===== src/rtl/lgrs_pkg.sv =====
// ============================================================================
// lgrs_pkg
// Shared types, constants and helpers for the Life row stencil unit.
// ============================================================================
package lgrs_pkg;

    localparam int MAX_COLUMNS = 64;
    localparam int WIDTH_W     = 7;
    localparam int RES_DEPTH   = 4;
    localparam int RES_PTR_W   = $clog2(RES_DEPTH);
    localparam int RES_CNT_W   = $clog2(RES_DEPTH + 1);

    localparam logic [WIDTH_W-1:0] WIDTH_RESET = WIDTH_W'(MAX_COLUMNS);

    typedef logic [MAX_COLUMNS-1:0] row_t;

    typedef struct packed {
        row_t row_cells;
        logic last_row;
    } lgrs_in_t;

    typedef struct packed {
        row_t next_cells;
        logic grid_done;
    } lgrs_out_t;

    // The 3x3 neighbourhood of one cell; bit 1 of each row is the cell's column.
    typedef struct packed {
        logic [2:0] up;
        logic [2:0] mid;
        logic [2:0] down;
    } lgrs_window_t;

    // Columns below the width in use are set; widths above the maximum saturate.
    function automatic row_t column_mask(input logic [WIDTH_W-1:0] width);
        logic [WIDTH_W-1:0] w;
        row_t               m;
        w = width;
        if (w > WIDTH_W'(MAX_COLUMNS))
        begin
            w = WIDTH_W'(MAX_COLUMNS);
        end
        for (int c = 0; c < MAX_COLUMNS; c++)
        begin
            m[c] = (WIDTH_W'(c) < w);
        end
        return m;
    endfunction

endpackage


===== src/rtl/lgrs_cell_lane.sv =====
// ============================================================================
// lgrs_cell_lane
// Next-generation state of a single cell from its 3x3 neighbourhood (B3/S23).
// ============================================================================
module lgrs_cell_lane (
    input  lgrs_pkg::lgrs_window_t window,
    output logic                   alive
);

    logic [3:0] neighbours;

    assign neighbours = 4'(window.up[0])   + 4'(window.up[1])   + 4'(window.up[2])
                      + 4'(window.mid[0])                        + 4'(window.mid[2])
                      + 4'(window.down[0]) + 4'(window.down[1]) + 4'(window.down[2]);

    // Born with three neighbours, survives with two or three.
    assign alive = (neighbours == 4'd3) || (window.mid[1] && (neighbours == 4'd2));

endmodule


===== src/rtl/lgrs_row_evolve.sv =====
// ============================================================================
// lgrs_row_evolve
// One lane per column evaluates a cell; the merge stage gathers the lane
// outputs into a row and clears the columns outside the width in use.
// ============================================================================
module lgrs_row_evolve (
    input  lgrs_pkg::row_t up,
    input  lgrs_pkg::row_t mid,
    input  lgrs_pkg::row_t down,
    input  lgrs_pkg::row_t mask,
    output lgrs_pkg::row_t next_row
);

    localparam int PAD_W = lgrs_pkg::MAX_COLUMNS + 2;

    // Padded with a dead column on each side so the edge lanes see no neighbour.
    logic [PAD_W-1:0] up_pad;
    logic [PAD_W-1:0] mid_pad;
    logic [PAD_W-1:0] down_pad;
    lgrs_pkg::row_t   lane_alive;

    assign up_pad   = {1'b0, up   & mask, 1'b0};
    assign mid_pad  = {1'b0, mid  & mask, 1'b0};
    assign down_pad = {1'b0, down & mask, 1'b0};

    for (genvar c = 0; c < lgrs_pkg::MAX_COLUMNS; c++)
    begin : g_lane
        lgrs_pkg::lgrs_window_t window;

        assign window.up   = up_pad[c +: 3];
        assign window.mid  = mid_pad[c +: 3];
        assign window.down = down_pad[c +: 3];

        lgrs_cell_lane u_lane (
            .window (window),
            .alive  (lane_alive[c])
        );
    end

    assign next_row = lane_alive & mask;

endmodule


===== src/rtl/life_generation_row_stencil_unit.sv =====
// ============================================================================
// life_generation_row_stencil_unit
// Streams one B3/S23 Life generation over a dead-bordered grid, row by row.
// ============================================================================
// Rows of the current generation enter top to bottom on the item channel, one
// row per beat, with last_row set on the bottom row. The first row of a grid
// produces nothing; every later row produces the next generation of the row
// above it, and the bottom row produces a second beat, marked grid_done, for
// itself. A one-row grid gives a single beat with grid_done set.
// The cfg channel writes width_in_use (reset 64) and is always ready. The
// user must see that it is written only while no result is queued; the block
// does not enforce this. Columns at or beyond the width read as dead and come
// out as zero. Both results of a row are worked out by two sets of 64 column
// lanes in the cycle the row is accepted and land in a four-entry result
// queue, where each is offered once the results ahead of it have been taken.
// One row is taken per cycle while two queue entries are free, so with a steady
// receiver and grids of two or more rows the rate is one row per cycle.
// When result_stall is held the queue fills and item_stall rises; nothing is
// dropped. Reset empties the queue, forgets held rows and restores width 64.
// ============================================================================
module life_generation_row_stencil_unit (
    input  logic                          clk,
    input  logic                          rst_n,
    input  logic                          cfg_valid,
    output logic                          cfg_ready,
    input  logic [lgrs_pkg::WIDTH_W-1:0]  cfg_data,
    input  logic                          item_valid,
    output logic                          item_stall,
    input  lgrs_pkg::lgrs_in_t            item,
    output logic                          result_valid,
    input  logic                          result_stall,
    output lgrs_pkg::lgrs_out_t           result
);

    logic [lgrs_pkg::WIDTH_W-1:0]   width_reg;
    lgrs_pkg::row_t                 row_above_reg;
    lgrs_pkg::row_t                 row_above_next;
    lgrs_pkg::row_t                 row_middle_reg;
    lgrs_pkg::row_t                 row_middle_next;
    logic                           middle_held_reg;
    logic                           middle_held_next;

    lgrs_pkg::lgrs_out_t            res_mem [lgrs_pkg::RES_DEPTH];
    logic [lgrs_pkg::RES_PTR_W-1:0] wr_ptr_reg;
    logic [lgrs_pkg::RES_PTR_W-1:0] rd_ptr_reg;
    logic [lgrs_pkg::RES_CNT_W-1:0] count_reg;
    logic [lgrs_pkg::RES_CNT_W-1:0] count_next;

    lgrs_pkg::row_t                 mask;
    lgrs_pkg::row_t                 row_in;
    lgrs_pkg::row_t                 held_result;
    lgrs_pkg::row_t                 bottom_result;
    logic                           accept;
    logic                           pop;
    logic                           push_held;
    logic                           push_bottom;
    logic [lgrs_pkg::RES_PTR_W-1:0] bottom_ptr;

    assign cfg_ready = 1'b1;

    always_ff @(posedge clk or negedge rst_n)
    begin
        if (!rst_n)
        begin
            width_reg <= lgrs_pkg::WIDTH_RESET;
        end
        else if (cfg_valid && cfg_ready)
        begin
            width_reg <= cfg_data;
        end
    end

    assign mask   = lgrs_pkg::column_mask(width_reg);
    assign row_in = item.row_cells & mask;

    // Held row against its lower neighbour.
    lgrs_row_evolve u_held (
        .up       (row_above_reg),
        .mid      (row_middle_reg),
        .down     (row_in),
        .mask     (mask),
        .next_row (held_result)
    );

    // Bottom row against a dead row below; the middle row is zero when none is held.
    lgrs_row_evolve u_bottom (
        .up       (row_middle_reg),
        .mid      (row_in),
        .down     ('0),
        .mask     (mask),
        .next_row (bottom_result)
    );

    // Room for two beats is required so a bottom row can always queue both.
    assign item_stall   = (count_reg > lgrs_pkg::RES_CNT_W'(lgrs_pkg::RES_DEPTH - 2));
    assign accept       = item_valid && !item_stall;
    assign push_held    = accept && middle_held_reg;
    assign push_bottom  = accept && item.last_row;
    assign bottom_ptr   = wr_ptr_reg + lgrs_pkg::RES_PTR_W'(push_held);

    assign result_valid = (count_reg != '0);
    assign result       = res_mem[rd_ptr_reg];
    assign pop          = result_valid && !result_stall;

    assign count_next = count_reg
                      + lgrs_pkg::RES_CNT_W'(push_held)
                      + lgrs_pkg::RES_CNT_W'(push_bottom)
                      - lgrs_pkg::RES_CNT_W'(pop);

    always_comb
    begin
        row_above_next   = row_above_reg;
        row_middle_next  = row_middle_reg;
        middle_held_next = middle_held_reg;
        if (accept)
        begin
            if (item.last_row)
            begin
                row_above_next   = '0;
                row_middle_next  = '0;
                middle_held_next = 1'b0;
            end
            else
            begin
                row_above_next   = middle_held_reg ? row_middle_reg : '0;
                row_middle_next  = row_in;
                middle_held_next = 1'b1;
            end
        end
    end

    always_ff @(posedge clk or negedge rst_n)
    begin
        if (!rst_n)
        begin
            row_above_reg   <= '0;
            row_middle_reg  <= '0;
            middle_held_reg <= 1'b0;
            wr_ptr_reg      <= '0;
            rd_ptr_reg      <= '0;
            count_reg       <= '0;
        end
        else
        begin
            row_above_reg   <= row_above_next;
            row_middle_reg  <= row_middle_next;
            middle_held_reg <= middle_held_next;
            wr_ptr_reg      <= wr_ptr_reg
                             + lgrs_pkg::RES_PTR_W'(push_held)
                             + lgrs_pkg::RES_PTR_W'(push_bottom);
            rd_ptr_reg      <= rd_ptr_reg + lgrs_pkg::RES_PTR_W'(pop);
            count_reg       <= count_next;
        end
    end

    always_ff @(posedge clk)
    begin
        if (push_held)
        begin
            res_mem[wr_ptr_reg] <= '{next_cells: held_result, grid_done: 1'b0};
        end
        if (push_bottom)
        begin
            res_mem[bottom_ptr] <= '{next_cells: bottom_result, grid_done: 1'b1};
        end
    end

    a_count_bounded : assert property (@(posedge clk) disable iff (!rst_n)
        count_reg <= lgrs_pkg::RES_CNT_W'(lgrs_pkg::RES_DEPTH))
        else $error("result queue count beyond its depth");

    a_accept_has_room : assert property (@(posedge clk) disable iff (!rst_n)
        accept |-> count_reg <= lgrs_pkg::RES_CNT_W'(lgrs_pkg::RES_DEPTH - 2))
        else $error("row accepted without room for two results");

    a_last_clears_window : assert property (@(posedge clk) disable iff (!rst_n)
        (accept && item.last_row) |=> (!middle_held_reg && row_middle_reg == '0
                                        && row_above_reg == '0))
        else $error("row window not cleared after the bottom row");

    a_unheld_window_empty : assert property (@(posedge clk) disable iff (!rst_n)
        !middle_held_reg |-> (row_middle_reg == '0 && row_above_reg == '0))
        else $error("stale rows kept while no row is held");

    a_push_makes_valid : assert property (@(posedge clk) disable iff (!rst_n)
        (push_held || push_bottom) |=> result_valid)
        else $error("queued result not presented");

endmodule

===== config.mk =====
export PLATFORM = sky130hd
export DESIGN_NAME = life_generation_row_stencil_unit
export DESIGN_NICKNAME = d
export VERILOG_FILES = /design/src/rtl/lgrs_pkg.sv /design/src/rtl/lgrs_cell_lane.sv /design/src/rtl/lgrs_row_evolve.sv /design/src/rtl/life_generation_row_stencil_unit.sv
export SDC_FILE = /design/constraint.sdc
export NUM_CORES = 2
export LEC_CHECK = 0
export BUFFER_PORTS_ARGS = -buffer_cell sky130_fd_sc_hd__buf_2
export CAP_MARGIN = 20
export CORE_MARGIN = 5
export CORE_UTILIZATION = 55
export CTS_CLUSTER_SIZE = 14
export DETAILED_ROUTE_END_ITERATION = 6
export GPL_ROUTABILITY_DRIVEN = 0
export PLACE_DENSITY = 0.72
export SYNTH_ARGS = -nofsm -noshare
export SYNTH_HDL_FRONTEND = slang
export SYNTH_SLANG_ARGS = --single-unit

===== constraint.sdc =====
create_clock -name clk -period 5.99 [get_ports clk]
set_input_delay 0.599 -clock clk [delete_from_list [all_inputs] [get_ports clk]]
set_output_delay 0.599 -clock clk [all_outputs]
set_load 0.005 [all_outputs]

==> impl_results.md <==
- Global route hottest layer: met2
- Crit-path slowest cell: dfstp_2
- Mapped cell area: 35900 sq um
- Syn Area/Cell: 10.8 sq um
- #FFs+latches synth: 403
- Vias: 26700
- Grt met1 use: 38.7%
- Met3 Usage GRT: 5.14%
- Worst-margin pin slew: 1130 ps
- Hold Path Origin: cfg_data[2]
- Crit start category: register
- Post-cts resize count: 0
- Post-synthesis sequential area ratio: 31.6%
- Max-Cap Viols: 0
- Max reg flops: 260
- Number of synthesized flops with an enable pin: 256
- IO Pins: 145
- Die Y: 266 um
- Worst-Skew Late Latency: 610 ps
- PortBufs: 143
- GRT Resource Usage Total: 28.5%
- Die Wd: 266 um
- Worst-path clk slew: 70 ps
- Gr ovfl total: 0
- Fillers: 5282
- CTS tree: built
- Placed instance count: 4244
- Fin crit share: 91.4%
- Root Driver: clkbuf_16
- Vias in the first global route: 27600
- Most frequent cells after synthesis: 593 x inv_1, 328 x fa_1, 314 x ha_1
- H-tree depth: 2
- Reg-to-Reg Start: width_reg[6]
- # hold bufs at CTS: 1
- Top-area cell type share of the netlist area: 21.4%
- Worst-path fanout max: 24
- Outcome: finished, final reports clean
- Unrepaired setup endpoints after global routing: false
- Fmax: 0.183 GHz
- Post-synthesis cell count: 3334
- Clock sink count: 403
- Ratio of cells with drive above 1 in the final layout: 13.4%
- Post-layout min period: 5480 ps
- Count of cell types in the netlist: 94
- Critical path launch point: width_reg[6]
- Multi-input gate area: 21700 sq um
- Ys async rst share: 35.5%
- Leak: 0.0174 uW
- Post-synth net total: 4053
- Worst vdd ir: 0.266 mV
- CP max stage delay: 870 ps
- Crit path required time: 6420 ps
- Initial antenna violation count: 3
- Layout area overhead: 9.03%
- # nets final: 4159
- M2 GR Usage: 46.4%
- First-pass GRT wire length: 158000 um
- Final Max Slew Viols: 0
- CP dominant cell by count: fa_1
- Critical path, cell by cell: buf_4 -> a211oi_4 -> a21oi_1 -> nand2_1 -> xor2_1 -> xnor2_1 -> ha_1 -> fa_1 -> fa_1 -> inv_1 -> fa_1 -> a2111oi_0 -> a21oi_1 -> or4b_1 -> o22ai_1
- Core area: 64600 sq um
- Final hold vios: 0
- Largest area contributor in the netlist: edfxtp_1
- Crit Path Class: register to register
- Post-CTS Setup Inserts: 0
- Yosys warning total: 0
- Predominant post-synthesis flop cell: edfxtp_1
- Count leader, synth: inv_1
- Antenna viol nets, final: 0
- Initial Utilization: 55.6%
- Top cells by area, synth: edfxtp_1 21%, fa_1 18%, ha_1 11%
- Remaining DRCs: 0
- Post-DP HPWL: 71100 um
- Site row count: 93
- Crit. End Element: register
- Die area: 70500 sq um
- Final Skew: 29.5 ps
- Routed wire length: 100000 um
- Pin count of the biggest net entering global routing: 69
- Iter 0 DRT Violations: 2385
- Final setup vio count: 0
- Detailed Routing Iterations Pass 1: 6
- Slew headroom: 24.4%
- Vias per cell: 6.15
- FF+latch area: 11400 sq um
- Power Dens Cells: 445 nW/um^2
- Class of the worst hold path: input port to register
- Hold Slack: 223 ps
- Total Neg Setup Slack: 0 ps
- Non-Filler Instances: 4334
- Clock tree buffer depth: 3
- Drt wl/cell: 23.1 um
- CTS Buf Count: 47
- Worst Path Arrival: 5910 ps
## area by class of cell
class,count,share of cell area [%]
multi-input combinational,2205,55.4
sequential,403,29.0
clock buffer,62,3.41
antenna,1,0.00639
clock inverter,25,0.901
tap,855,2.73
inverter,596,5.71
timing repair buffer,187,2.82
## per-stage QoR
stage          total power [uW]  instance area (sq um)  worst slack [ps]  utilization, %
2_1_floorplan             11400                  35900              1630               -
3_3_place_gp              13900                  37400               855            58.0
3_5_place_dp              14200                  37400               629            58.0
4_1_cts                   17500                  39100               571            60.6
5_1_grt                   19000                  39200               296            60.6
6_report                  17400                  39200               513            60.7
## logic make-up after synthesis
| group | count (synthesis) | share of synthesized area, % |
|---|---|---|
| AOI/OAI and AO/OA | 697 | 13.9 |
| muxes | 94 | 4.95 |
| xor gates and xnor gates | 103 | 2.70 |
| adders and majority gates | 642 | 29.2 |
| other | 1 | 0.0104 |
| DFF | 403 | 31.6 |
| buffers and inverters | 726 | 8.23 |
| and+or+nand+nor | 668 | 9.43 |
## critical path, delay by kind of cell (launching register included)
| family | cells | cell delay [ps] |
|---|---|---|
| buffers and inverters | 2 | 490 |
| AOI/OAI and AO/OA | 5 | 1140 |
| DFF | 1 | 870 |
| adders and majority gates | 4 | 1410 |
| xor gates and xnor gates | 2 | 520 |
| and+or+nand+nor | 2 | 840 |
## cells in the final DEF, fill, tap and decap left out, types with 20 or more instances in the layout
cell type	Yosys	final
dfrtp_1	142	138
nor2b_1	36	36
o22ai_1	235	235
ha_1	314	314
nor2_1	146	146
clkbuf_16	0	50
nand2_1	219	214
buf_4	9	39
a21oi_1	64	64
buf_2	62	142
o21ai_0	65	65
o21bai_1	33	31
nor3_1	26	26
nand3_1	69	67
xor2_1	32	32
mux4_2	65	65
xnor2_1	62	62
a22o_1	103	103
o2111ai_1	51	51
fa_1	328	328
inv_1	593	593
and3_1	20	20
nand2b_1	26	25
and2_1	40	40
edfxtp_1	256	256
## worst paths after layout
check | end | slack (ps) | depth (start not counted)
worst min-delay path | width_reg[2] | 220 | 2
worst min register to register | res_mem[3][0] | 450 | 2
worst max register to register | res_mem[0][27] | 510 | 15
worst max-delay path | res_mem[0][27] | 510 | 15
max in group asynchronous | row_middle_reg[38] | 3960 | 3
min in group asynchronous | row_middle_reg[11] | 560 | 2
## metal layers
| layer | wire [um] | part of all wire (%) |
|---|---|---|
| met3 | 8950 | 8.9 |
| met1 | 40400 | 40 |
| met2 | 47000 | 47 |
| met5 | 7 | 0.0070 |
| met4 | 3720 | 3.7 |
## report_power, final
| group | internal, uW | leakage [uW] | switching [uW] | total [uW] |
|---|---|---|---|---|
| Combinational | 4000 | 0.0122 | 6010 | 10000 |
| Clock | 1920 | 0.000822 | 1280 | 3200 |
| Sequential | 3670 | 0.00437 | 551 | 4220 |
| Total | 9590 | 0.0174 | 7840 | 17400 |
Note: power is estimated with default switching activity, not from simulation.
